[config.mk]
export PLATFORM = sky130hd
export DESIGN_NAME = command_frame_parser
export DESIGN_NICKNAME = d
export VERILOG_FILES = /design/src/rtl/cfp_pkg.sv /design/src/rtl/cfp_decode.sv /design/src/rtl/cfp_frame.sv /design/src/rtl/command_frame_parser.sv
export SDC_FILE = /design/constraint.sdc
export NUM_CORES = 1
export LEC_CHECK = 0
export BUFFER_PORTS_ARGS = -buffer_cell sky130_fd_sc_hd__buf_2
export CAP_MARGIN = 20
export CORE_ASPECT_RATIO = 0.75
export CORE_MARGIN = 1
export CORE_UTILIZATION = 58
export CTS_CLUSTER_DIAMETER = 40
export DETAILED_ROUTE_END_ITERATION = 8
export PLACE_DENSITY_LB_ADDON = 0.1
export SLEW_MARGIN = 20
export SYNTH_ARGS = -nofsm -noshare
export SYNTH_HDL_FRONTEND = slang
export SYNTH_HIERARCHICAL = 1
export SYNTH_SLANG_ARGS = --single-unit
[constraint.sdc]
create_clock -name clk -period 10.95 [get_ports clk]
set_input_delay 2.19 -clock clk [delete_from_list [all_inputs] [get_ports clk]]
set_output_delay 2.19 -clock clk [all_outputs]
set_load 0.05 [all_outputs]
[src/rtl/cfp_pkg.sv]
`default_nettype none

package cfp_pkg;

    localparam int PACKET_MAX_LEN = 8;
    localparam int HEAD_DEPTH     = 5;
    localparam int IDX_W          = $clog2(PACKET_MAX_LEN);
    localparam int TIME_W         = 64;
    localparam int VAL_W          = 7;

    localparam logic [7:0] CH_TERM    = 8'h00;
    localparam logic [7:0] CH_NEWLINE = 8'h0a;
    localparam logic [7:0] CH_MOVE    = 8'h4d;
    localparam logic [7:0] CH_PARK    = 8'h50;
    localparam logic [7:0] CH_ZERO    = 8'h30;
    localparam logic [7:0] CH_NINE    = 8'h39;

    localparam logic [IDX_W-1:0] IDX_LAST = IDX_W'(PACKET_MAX_LEN - 1);

    typedef enum logic
    {
        CMD_MOVE = 1'b0,
        CMD_PARK = 1'b1
    } command_t;

    typedef logic [HEAD_DEPTH-1:0][7:0] head_t;

    typedef struct packed
    {
        logic             hit;
        command_t         command;
        logic [VAL_W-1:0] move_x;
        logic [VAL_W-1:0] move_y;
    } decode_t;

    typedef struct packed
    {
        logic              valid;
        command_t          command;
        logic [VAL_W-1:0]  move_x;
        logic [VAL_W-1:0]  move_y;
        logic [TIME_W-1:0] start_time_us;
    } result_t;

endpackage

`default_nettype wire

[src/rtl/cfp_decode.sv]
`default_nettype none

module cfp_decode
(
    input  wire  cfp_pkg::head_t   head,
    output cfp_pkg::decode_t       dec
);
    import cfp_pkg::*;

    logic [3:0] digit [1:4];
    logic       all_digits;

    always_comb
    begin
        all_digits = 1'b1;
        for (int i = 1; i < HEAD_DEPTH; i++)
        begin
            digit[i] = 4'(head[i] - CH_ZERO);
            if (head[i] < CH_ZERO || head[i] > CH_NINE)
            begin
                all_digits = 1'b0;
            end
        end
    end

    always_comb
    begin
        dec.hit     = 1'b0;
        dec.command = CMD_PARK;
        dec.move_x  = '0;
        dec.move_y  = '0;
        if (head[0] == CH_MOVE)
        begin
            dec.hit     = all_digits;
            dec.command = CMD_MOVE;
            // tens * 10 as shift-and-add
            dec.move_x  = VAL_W'({digit[1], 3'b000}) + VAL_W'({digit[1], 1'b0})
                        + VAL_W'(digit[2]);
            dec.move_y  = VAL_W'({digit[3], 3'b000}) + VAL_W'({digit[3], 1'b0})
                        + VAL_W'(digit[4]);
        end
        else if (head[0] == CH_PARK)
        begin
            dec.hit     = 1'b1;
            dec.command = CMD_PARK;
        end
    end

endmodule

`default_nettype wire

[src/rtl/cfp_frame.sv]
`default_nettype none

module cfp_frame
(
    input  wire                        clk,
    input  wire                        rst_n,
    input  wire                        step,
    input  wire  [7:0]                 rx_byte,
    input  wire  [cfp_pkg::TIME_W-1:0] rx_time_us,
    output cfp_pkg::result_t           result
);
    import cfp_pkg::*;

    head_t             head_reg;
    head_t             head_next;
    logic [IDX_W-1:0]  idx_reg;
    logic [IDX_W-1:0]  idx_next;
    logic              after_term_reg;
    logic              after_term_next;
    logic [TIME_W-1:0] start_reg;
    logic [TIME_W-1:0] start_next;
    logic              is_term;
    logic              take;
    decode_t           dec;

    assign is_term = (rx_byte == CH_TERM);
    assign take    = step && (rx_byte != CH_NEWLINE);

    always_comb
    begin
        head_next       = head_reg;
        idx_next        = idx_reg;
        after_term_next = after_term_reg;
        start_next      = start_reg;
        if (take)
        begin
            if (after_term_reg)
            begin
                start_next = rx_time_us;
            end
            for (int i = 0; i < HEAD_DEPTH; i++)
            begin
                if ({{(32-IDX_W){1'b0}}, idx_reg} == 32'(i))
                begin
                    head_next[i] = rx_byte;
                end
            end
            if (is_term || idx_reg == IDX_LAST)
            begin
                idx_next = '0;
            end
            else
            begin
                idx_next = idx_reg + 1'b1;
            end
            after_term_next = is_term;
        end
    end

    // decode sees the head with the terminator already stored
    cfp_decode u_decode
    (
        .head (head_next),
        .dec  (dec)
    );

    always_comb
    begin
        result.valid         = take && is_term && dec.hit;
        result.command       = dec.command;
        result.move_x        = dec.move_x;
        result.move_y        = dec.move_y;
        result.start_time_us = start_next;
    end

    always_ff @(posedge clk or negedge rst_n)
    begin
        if (!rst_n)
        begin
            idx_reg        <= '0;
            after_term_reg <= 1'b1;
            start_reg      <= '0;
        end
        else
        begin
            idx_reg        <= idx_next;
            after_term_reg <= after_term_next;
            start_reg      <= start_next;
        end
    end

    always_ff @(posedge clk)
    begin
        head_reg <= head_next;
    end

endmodule

`default_nettype wire

[src/rtl/command_frame_parser.sv]
`default_nettype none

// command frame parser: turns received serial bytes into move and park commands
// input stream: one item per byte with its microsecond arrival time;
//   newline bytes are dropped, a zero byte ends a packet
// output stream: one item per decoded packet, none for a dropped packet;
//   tuser carries the command kind (0 move, 1 park), tdata the two values
//   and the arrival time of the packet's first byte
// an accepted item waits in the input register and is parsed out of it once the
//   output register can take its outcome; its result, if any, is registered there
// throughput: one item per cycle while the output is not stalled; the input register and the output register
//   advance together, so a full output register that is not taken holds the
//   input register, and s_axis_tready falls only while both are full
// reset clears both valid flags, the packet position and the start time, and
//   arms the start time to latch on the next stored byte; the stored head bytes
//   are not cleared and a packet is always written before it is decoded
// a receiver stall never drops or repeats a result: the state advances only
//   when the output register can take the outcome of the byte

module command_frame_parser
(
    input  wire         clk,
    input  wire         rst_n,
    input  wire         s_axis_tvalid,
    output logic        s_axis_tready,
    input  wire  [71:0] s_axis_tdata,  // rx_byte[7:0], rx_time_us[71:8]
    output logic        m_axis_tvalid,
    input  wire         m_axis_tready,
    output logic [79:0] m_axis_tdata,  // move_x[6:0], move_y[13:7], start_time_us[77:14], zero
    output logic [0:0]  m_axis_tuser   // command[0]
);
    import cfp_pkg::*;

    logic              in_valid_reg;
    logic [7:0]        in_byte_reg;
    logic [TIME_W-1:0] in_time_reg;
    logic              out_valid_reg;
    result_t           out_reg;
    logic              out_ready;
    logic              advance;
    result_t           result;

    assign out_ready     = !out_valid_reg || m_axis_tready;
    assign advance       = in_valid_reg && out_ready;
    assign s_axis_tready = !in_valid_reg || out_ready;

    always_ff @(posedge clk or negedge rst_n)
    begin
        if (!rst_n)
        begin
            in_valid_reg  <= 1'b0;
            out_valid_reg <= 1'b0;
        end
        else
        begin
            if (s_axis_tready)
            begin
                in_valid_reg <= s_axis_tvalid;
            end
            if (out_ready)
            begin
                out_valid_reg <= advance && result.valid;
            end
        end
    end

    always_ff @(posedge clk)
    begin
        if (s_axis_tready && s_axis_tvalid)
        begin
            in_byte_reg <= s_axis_tdata[7:0];
            in_time_reg <= s_axis_tdata[71:8];
        end
        if (advance && result.valid)
        begin
            out_reg <= result;
        end
    end

    cfp_frame u_frame
    (
        .clk        (clk),
        .rst_n      (rst_n),
        .step       (advance),
        .rx_byte    (in_byte_reg),
        .rx_time_us (in_time_reg),
        .result     (result)
    );

    assign m_axis_tvalid = out_valid_reg;
    assign m_axis_tuser  = out_reg.command;
    assign m_axis_tdata  = {2'b00, out_reg.start_time_us, out_reg.move_y, out_reg.move_x};

endmodule

`default_nettype wire

# Yosys cells after proc, flatten, opt, wreduce, memory -nomap -nowiden
# Cells that the tools add are included.
[word_totals]
mem_count = 0
elab_cells = 73
out_inout_bits = 83
romBits = 0
latchBits = 0
regBits = 261
ram_bits = 0
[classes]
n_addsub = 9
n_reduce_logical = 17
muxes = 15
n_div = 0
multipliers = 0
n_shift = 0
eq_ne = 8
bitwise_logic = 0
magnitude_cmp = 8
[op_table]
columns = ["operator", "count"]
rows = [
  ["64-bit two-way mux", 2],
  ["40-bit two-way mux", 1],
  ["8-bit two-way mux", 5],
  ["8-bit by 6-bit greater-than comparator with 1-bit output (second input constant)", 4],
  ["8-bit by 6-bit < comparator with 1-bit output (second input constant)", 4],
  ["8-bit by 7-bit == test with 1-bit output (second input constant)", 2],
  ["4-bit by 1-bit subtractor with 4-bit output (second input constant)", 4],
  ["7-bit by 4-bit adder with 7-bit output", 2],
  ["7-bit by 5-bit adder with 7-bit output", 2],
  ["8-bit zero test", 1],
  ["8-bit by 4-bit inequality test with 1-bit output (second input constant)", 1],
  ["1-bit logical OR", 7],
  ["3-bit by 2-bit == test with 1-bit output (second input constant)", 2],
  ["3-bit == test (second input constant)", 2],
  ["1-bit logical AND", 6],
  ["1-bit two-way mux", 4],
  ["2-bit two-way mux", 2],
  ["3-bit by 1-bit adder with 3-bit output (second input constant)", 1],
  ["3-bit by 1-bit == test with 1-bit output (second input constant)", 1],
  ["3-bit zero test", 1],
  ["3-bit two-way mux", 1],
  ["1-bit zero test", 2],
]

# Longest topological paths before layout
# Gate-level depths: netlist of run 1.
[depth]
word_depth = 14
mapped_depth = 14
mapped_depth_nobuf = 13

# Modules after synthesis
# Netlist of run 1, hierarchy kept.
[modules_own_cells]
columns = ["module", "n_inst", "cells_per_inst", "seq_area_each_um2", "area_each_um2"]
rows = [
  ["command_frame_parser", 1, 164, 4584.4, 4664.5],
  ["cfp_frame", 1, 256, 2503.7, 4275.4],
  ["cfp_decode", 1, 82, 0.0, 633.1],
]

# Least setup slack after synthesis of run 1
# No wires, ideal clock.
[synth_timing]
path_type = "input -> register"
from = "input port m_axis_tready"
to = "register out_reg, in the netlist m_axis_tdata[0] (enable)"
setup_time_ns = 0.526
t_arrival_ns = 7.919
cell_stages = 14
required_time_ns = 10.424
setup_slack_ns = 2.504
path_cell_list = "nand2b_1 > and2_1 > nand3b_1 > a21oi_2 > mux2_2 > nor4b_2 > and4_1 > buf_6 > inv_6 > o31ai_4 > inv_1 > nor2_1 > nand2_1 > nor2b_1"
[synth_rtl]
columns = ["element", "line_no", "rtl"]
rows = [
  ["from (decl)", "command_frame_parser.sv:28", "input wire m_axis_tready,"],
  ["to (signal assigned)", "command_frame_parser.sv:76", "out_reg <= result;"],
  ["to (decl)", "command_frame_parser.sv:38", "result_t out_reg;"],
]

==> run summary, run 1 <==
Initial Util = 59.59%
Post CTS Setup Buffer Count = 0
Clock Tree Root = clkbuf_16
Reg clk slew, reported paths = 0.06 ns
vias in the first global route = 4921
H-tree depth = 1
register bit total from synthesis = 261
Slew Viols, Final = 0
GR Util met3 = 4.476%
max reg flops = 78
f_max = 174.6 MHz
post-route setup TNS = 0 ns
post-layout min period = 5.729 ns
die area = 0.01703 mm2
PostCTS Resize Cnt = 0
mapped cell area = 0.009573 mm2
vias = 4759
number of flops mapped to enable cells by yosys = 151
Final nets = 783
CTS tree = done
M2 GR Usage = 31.74%
hold_buf cts = 0
synthesized instance count = 502
Seq/Total Area, Yosys = 74.04%
PwrDens = 234.6 mW/mm2
crit path kind = in2reg
status = completed
largest net degree at the start of global routing = 80
Min Hold Slack = 0.4753 ns
I/O pins = 159
routed len/inst = 18.76 um
Post-DRT Antenna Nets = 0
DRC Markers = 0
Worst setup SP type = input port
Slew @ Worst Pin = 1.040 ns
overall routed net length = 17170 um
clock latency on the worst-skew pair = 0.52 ns
Async SR Flop Fraction = 26.82%
port bufs = 156
period utilization = 52.32%
leakage power = 0.004824 uW
number of buffers created by CTS = 27
via-per-instance ratio = 5.201
Post-Route Utilization = 72.24%
first-pass GRT wire length = 26570 um
final hold vios = 0
die height = 113.3 um
most common cell after layout, fill and taps aside = buf_2
area grow syn2layout = 21.24%
initial DRC count = 205
gr ovfl total = 0
Mean Syn Cell Area = 19.07 um2
most frequent cells in the layout = buf_2 (155), edfxtp_1 (151), dfrtp_1 (69)
initial antenna violation count = 2
core outline area = 0.01607 mm2
Die W = 150.3 um
dpl hpwl = 10900 um
max_cap viols = 0
Initial DRT Pass Iterations = 4
Yosys warnings = 6
setup skew after layout = 0.01606 ns
Worst Path Required = 11.13 ns
Std-Cell Rows = 40
Global Route Usage Sum = 20.65%
ys flop type = edfxtp_1
relative max-transition margin = 29.64%
met1 Use GR = 30.46%
Peak VDD IR = 0.1439 mV
RSZ-0062 raised after global routing = no
Critical Path End Type = flop
CP arrival = 5.91 ns
layout cells sized above 1 = 46.59%
# fillers = 998
CTS max path bufs = 3
maximum net fanout on the critical path = 57
busiest grt layer = met2
Placer Congestion = 0.8165
Clock Sinks = 261
Final Setup Violations = 0
worst hold path type = reg2reg
Synth cell types = 44
[final timing paths]
check                                             start                              end  slack [ns]  cells past startpoint
setup / recovery                          m_axis_tready       m_axis_tdata[68]$_DFFE_PP_        5.22                     16
hold / removal             u_frame/head_reg[37]$_DFF_P_     u_frame/head_reg[37]$_DFF_P_        0.48                      1
setup reg to reg               in_byte_reg[3]$_DFFE_PP_       m_axis_tdata[68]$_DFFE_PP_        6.13                     13
hold reg to reg            u_frame/head_reg[37]$_DFF_P_     u_frame/head_reg[37]$_DFF_P_        0.48                      1
max in group asynchronous                         rst_n  u_frame/start_reg[54]$_DFF_PN0_        8.52                      1
min in group asynchronous                         rst_n  u_frame/start_reg[34]$_DFF_PN0_        1.81                      1
[routing by layer]
metal / vias up / part of all wire, %
met5: - / 0.076
met4: 2 / 1.6
met3: 22 / 6.3
met2: 144 / 46
met1: 2393 / 46
li1: 2198 / -
[per-stage QoR]
step                      worst slack (ns)  power [uW]  std cells  area, um2
after floorplan                      2.504        1604        503       9577
after global placement               4.678        1711        863      10570
after detailed placement             4.527        1733        863      10570
after CTS                            5.056        2743        913      11580
after global routing                 4.927        2852        914      11600
final                                5.221        2723        915      11610
[cells by family (layout without fill, tap and decap cells)]
logic type,count (synthesis),count (layout),synth area share [%]
DFF,261,261,74.04
muxes,105,105,14.69
and+or+nand+nor,51,51,3.372
buffers and inverters,31,232,1.908
adders and majority gates,24,24,3.451
AOI/OAI and AO/OA,24,24,2.039
xor gates and xnor gates,5,5,0.4575
other,1,3,0.03917
[final cells by class]
type / instances / area, um2 / share of cell area (%)
Antenna cell: 1 / 2.502 / 0.02156
Clock buffer: 29 / 693.2 / 5.972
Clock inverter: 21 / 315.3 / 2.717
Inverter: 21 / 83.83 / 0.7223
Multi-Input combinational cell: 211 / 2320 / 19.99
Sequential cell: 261 / 7088 / 61.07
Tap cell: 210 / 262.8 / 2.264
Timing Repair Buffer: 161 / 840.8 / 7.245
[where the power goes]
part | switching, uW | internal [uW]
combinational | 243 | 242
sequential | 48.3 | 1190
clock | 388 | 613
total | 679 | 2040
[critical path, stage by stage]
cell	delay (ns)
buf_2	0.10
nand2b_1	0.16
and2_1	0.27
nand3b_1	0.12
a21oi_2	0.39
mux2_2	0.42
nor4b_2	0.32
and4_1	0.46
inv_6	0.10
o31ai_4	0.24
inv_1	0.06
nor2_1	0.12
nand2_1	0.12
nor2b_4	0.12
buf_4	0.34
buf_16	0.31
[synthesized netlist by cell type (2+ instances only)]
cell | count | area (um2)
nor3_1 | 6 | 30.03
nor2_1 | 7 | 26.28
ha_1 | 20 | 250.2
fa_1 | 4 | 80.08
o21ai_0 | 6 | 30.03
a211oi_2 | 2 | 25.02
nand2_1 | 10 | 37.54
a21oi_1 | 4 | 20.02
dfxtp_1 | 40 | 800.8
inv_1 | 20 | 75.07
mux2_4 | 60 | 900.9
xnor2_1 | 2 | 17.52
mux2_2 | 44 | 495.5
nor4b_1 | 2 | 17.52
a21o_1 | 3 | 22.52
nand3b_1 | 2 | 15.01
nand2b_1 | 2 | 12.51
nor2b_1 | 4 | 25.02
buf_6 | 7 | 78.83
o22ai_1 | 2 | 12.51
edfxtp_1 | 151 | 4534
dfrtp_1 | 69 | 1727
buf_4 | 2 | 15.01
a21oi_2 | 3 | 26.28
and2_1 | 8 | 50.05
nand4_1 | 2 | 12.51
xor2_1 | 3 | 26.28
Note: power is estimated with default switching activity, not from simulation.
==> run 2, diff against run 1 <==
--- a/config.mk
+++ b/config.mk
@@ -9,7 +9,7 @@
 export CAP_MARGIN = 20
 export CORE_ASPECT_RATIO = 0.75
 export CORE_MARGIN = 1
-export CORE_UTILIZATION = 58
+export CORE_UTILIZATION = 50
 export CTS_CLUSTER_DIAMETER = 40
 export DETAILED_ROUTE_END_ITERATION = 8
 export PLACE_DENSITY_LB_ADDON = 0.1
==> constraint.sdc (replaced) <==
create_clock -name clk -period 4.6 [get_ports clk]
set_input_delay 0.92 -clock clk [delete_from_list [all_inputs] [get_ports clk]]
set_output_delay 0.92 -clock clk [all_outputs]
set_load 0.05 [all_outputs]
==> run summary, run 2 (synthesized netlist as in run 1, its figures left out) <==
vias in the first global route = 4932 (was 4921)
Clock Sinks = 261 (unchanged)
first-pass GRT wire length = 27010 um (was 26570 um)
Post-DRT Antenna Nets = 0 (unchanged)
Final nets = 793 (was 783)
Worst Path Required = 4.82 ns (was 11.13 ns)
DRC Markers = 0 (unchanged)
die height = 121.8 um (was 113.3 um)
gr ovfl total = 0 (unchanged)
Global Route Usage Sum = 18.04% (was 20.65%)
worst hold path type = reg2reg (unchanged)
hold path depth = 1 (unchanged)
Post CTS Setup Buffer Count = 0 (unchanged)
number of buffers created by CTS = 27 (unchanged)
CP arrival = 4.19 ns (was 5.91 ns)
period utilization = 86.48%
Critical Path Start = in_byte_reg[2]$_DFFE_PP_ (was m_axis_tready)
RSZ-0062 raised after global routing = no (unchanged)
Initial DRT Pass Iterations = 4 (unchanged)
PwrDens = 542.6 mW/mm2 (was 234.6 mW/mm2)
max reg flops = 78 (unchanged)
Initial Util = 51.42% (was 59.59%)
CTS max path bufs = 3 (unchanged)
post-route setup TNS = 0 ns (unchanged)
Peak VDD IR = 0.3780 mV (was 0.1439 mV)
CP endpoint = m_axis_tdata[76]$_DFFE_PP_ (was m_axis_tdata[68]$_DFFE_PP_)
initial DRC count = 210 (was 205)
Placer Congestion = 0.7785 (was 0.8165)
# fillers = 1373 (was 998)
most common cell after layout, fill and taps aside = buf_2 (unchanged)
Post-Route Utilization = 62.80% (was 72.24%)
layout cells sized above 1 = 46.92% (was 46.59%)
FF-to-FF End = m_axis_tdata[76]$_DFFE_PP_ (was m_axis_tdata[68]$_DFFE_PP_)
most frequent cells in the layout = buf_2 (155), edfxtp_1 (151), dfrtp_1 (69) (unchanged)
reg2reg path depth = 13 (unchanged)
overall routed net length = 17590 um (was 17170 um)
maximum net fanout on the critical path = 10 (was 57)
port bufs = 156 (unchanged)
Critical Path End Type = flop (unchanged)
largest net degree at the start of global routing = 71 (was 80)
status = completed (unchanged)
area grow syn2layout = 22.13% (was 21.24%)
Reg clk slew, reported paths = 0.06 ns (about the same)
RR Startpoint = in_byte_reg[2]$_DFFE_PP_ (was in_byte_reg[3]$_DFFE_PP_)
leakage power = 0.004863 uW (was 0.004824 uW)
core outline area = 0.01862 mm2 (was 0.01607 mm2)
final hold vios = 0 (unchanged)
crit path kind = reg2reg (was in2reg)
CTS tree = done (unchanged)
Final Setup Violations = 0 (unchanged)
via-per-instance ratio = 4.928 (was 5.201)
hold_buf cts = 0 (unchanged)
post-layout min period = 3.978 ns
Slew @ Worst Pin = 0.9653 ns (was 1.040 ns)
dpl hpwl = 11340 um (was 10900 um)
H-tree depth = 1 (unchanged)
max_cap viols = 0 (unchanged)
Std-Cell Rows = 43 (was 40)
clock latency on the worst-skew pair = 0.52 ns (about the same)
Worst setup SP type = flop (was input port)
PostCTS Resize Cnt = 0 (unchanged)
setup skew after layout = 0.009791 ns (was 0.01606 ns)
Clock Tree Root = clkbuf_16 (unchanged)
routed len/inst = 18.28 um (was 18.76 um)
Die W = 161.8 um (was 150.3 um)
Reg2Reg Setup Slack = 0.62 ns (was 6.13 ns)
I/O pins = 159 (unchanged)
f_max = 251.4 MHz
die area = 0.01971 mm2 (was 0.01703 mm2)
Slew Viols, Final = 0 (unchanged)
initial antenna violation count = 1 (was 2)
vias = 4741 (was 4759)
relative max-transition margin = 35.65% (was 29.64%)
## run 2: cell types whose count changed in the layout (fill, tap and decap cells not counted), moves of 2 or more
cell      before  now
buf_4          5   14
clkbuf_1       1    6
clkinv_2       0    4
clkinv_4       5    1
inv_6          4    1
buf_12         0    2
mux2_2        44   42
mux2_4        60   62
## run 2: area by class of cell
type	instances	area, um2	area share, %
flip-flops and latches	261	7088	60.63
multi-input cells	211	2345	20.06
repair buffers	171	920.9	7.877
clock buffers	35	725.7	6.207
well taps	247	309.0	2.643
clock inverters	15	214.0	1.830
inverters	21	86.33	0.7384
diodes	1	2.502	0.02140
## run 2: power by group
part	switching, uW	internal (uW)
registers	114	2830
clock network	859	1400
logic	559	581
## run 2: worst max-delay path, stage by stage, from the launching register on
cell      delay (ns)
edfxtp_1        0.56
nor4bb_2        0.49
buf_4           0.26
a211oi_2        0.08
buf_4           0.18
mux2_2          0.31
o21ai_0         0.38
nand4_1         0.22
o31ai_4         0.29
inv_1           0.06
nor2_1          0.09
nand2_1         0.11
nor2b_4         0.37
buf_4           0.28
## run 2: per-stage QoR
stage          cell area (um2)  hold slack (ns)  total power (uW)  std cells  setup WS, ns
3_5_place_dp             10750           0.4618              4124        911        0.1777
3_3_place_gp             10750           0.4553              4095        911        0.2925
4_1_cts                  11690           0.4750              6405        961        0.6094
2_1_floorplan             9612           0.4444              3828        503       0.05980
5_1_grt                  11690           0.4879              6658        962        0.4195
6_report                 11690           0.4731              6343        962        0.6218
## run 2: metal layers
metal | share of wire (%) | track usage (%)
met1 | 50 | 27.84
met2 | 43 | 26.31
met3 | 5.6 | 3.575
met4 | 1.5 | 4.304
met5 | 0 | 0
## run 2: worst min-delay path by stage
stage,start,endpoint,slack (ns)
detailed placement,u_frame/head_reg[30]$_DFF_P_,u_frame/head_reg[30]$_DFF_P_,0.46
global route,u_frame/head_reg[30]$_DFF_P_,u_frame/head_reg[30]$_DFF_P_,0.49
global placement,u_frame/head_reg[36]$_DFF_P_,u_frame/head_reg[36]$_DFF_P_,0.46
CTS,u_frame/head_reg[30]$_DFF_P_,u_frame/head_reg[30]$_DFF_P_,0.48
finish,u_frame/head_reg[30]$_DFF_P_,u_frame/head_reg[30]$_DFF_P_,0.47
floorplan,u_frame/head_reg[6]$_DFF_P_,u_frame/head_reg[6]$_DFF_P_,0.44
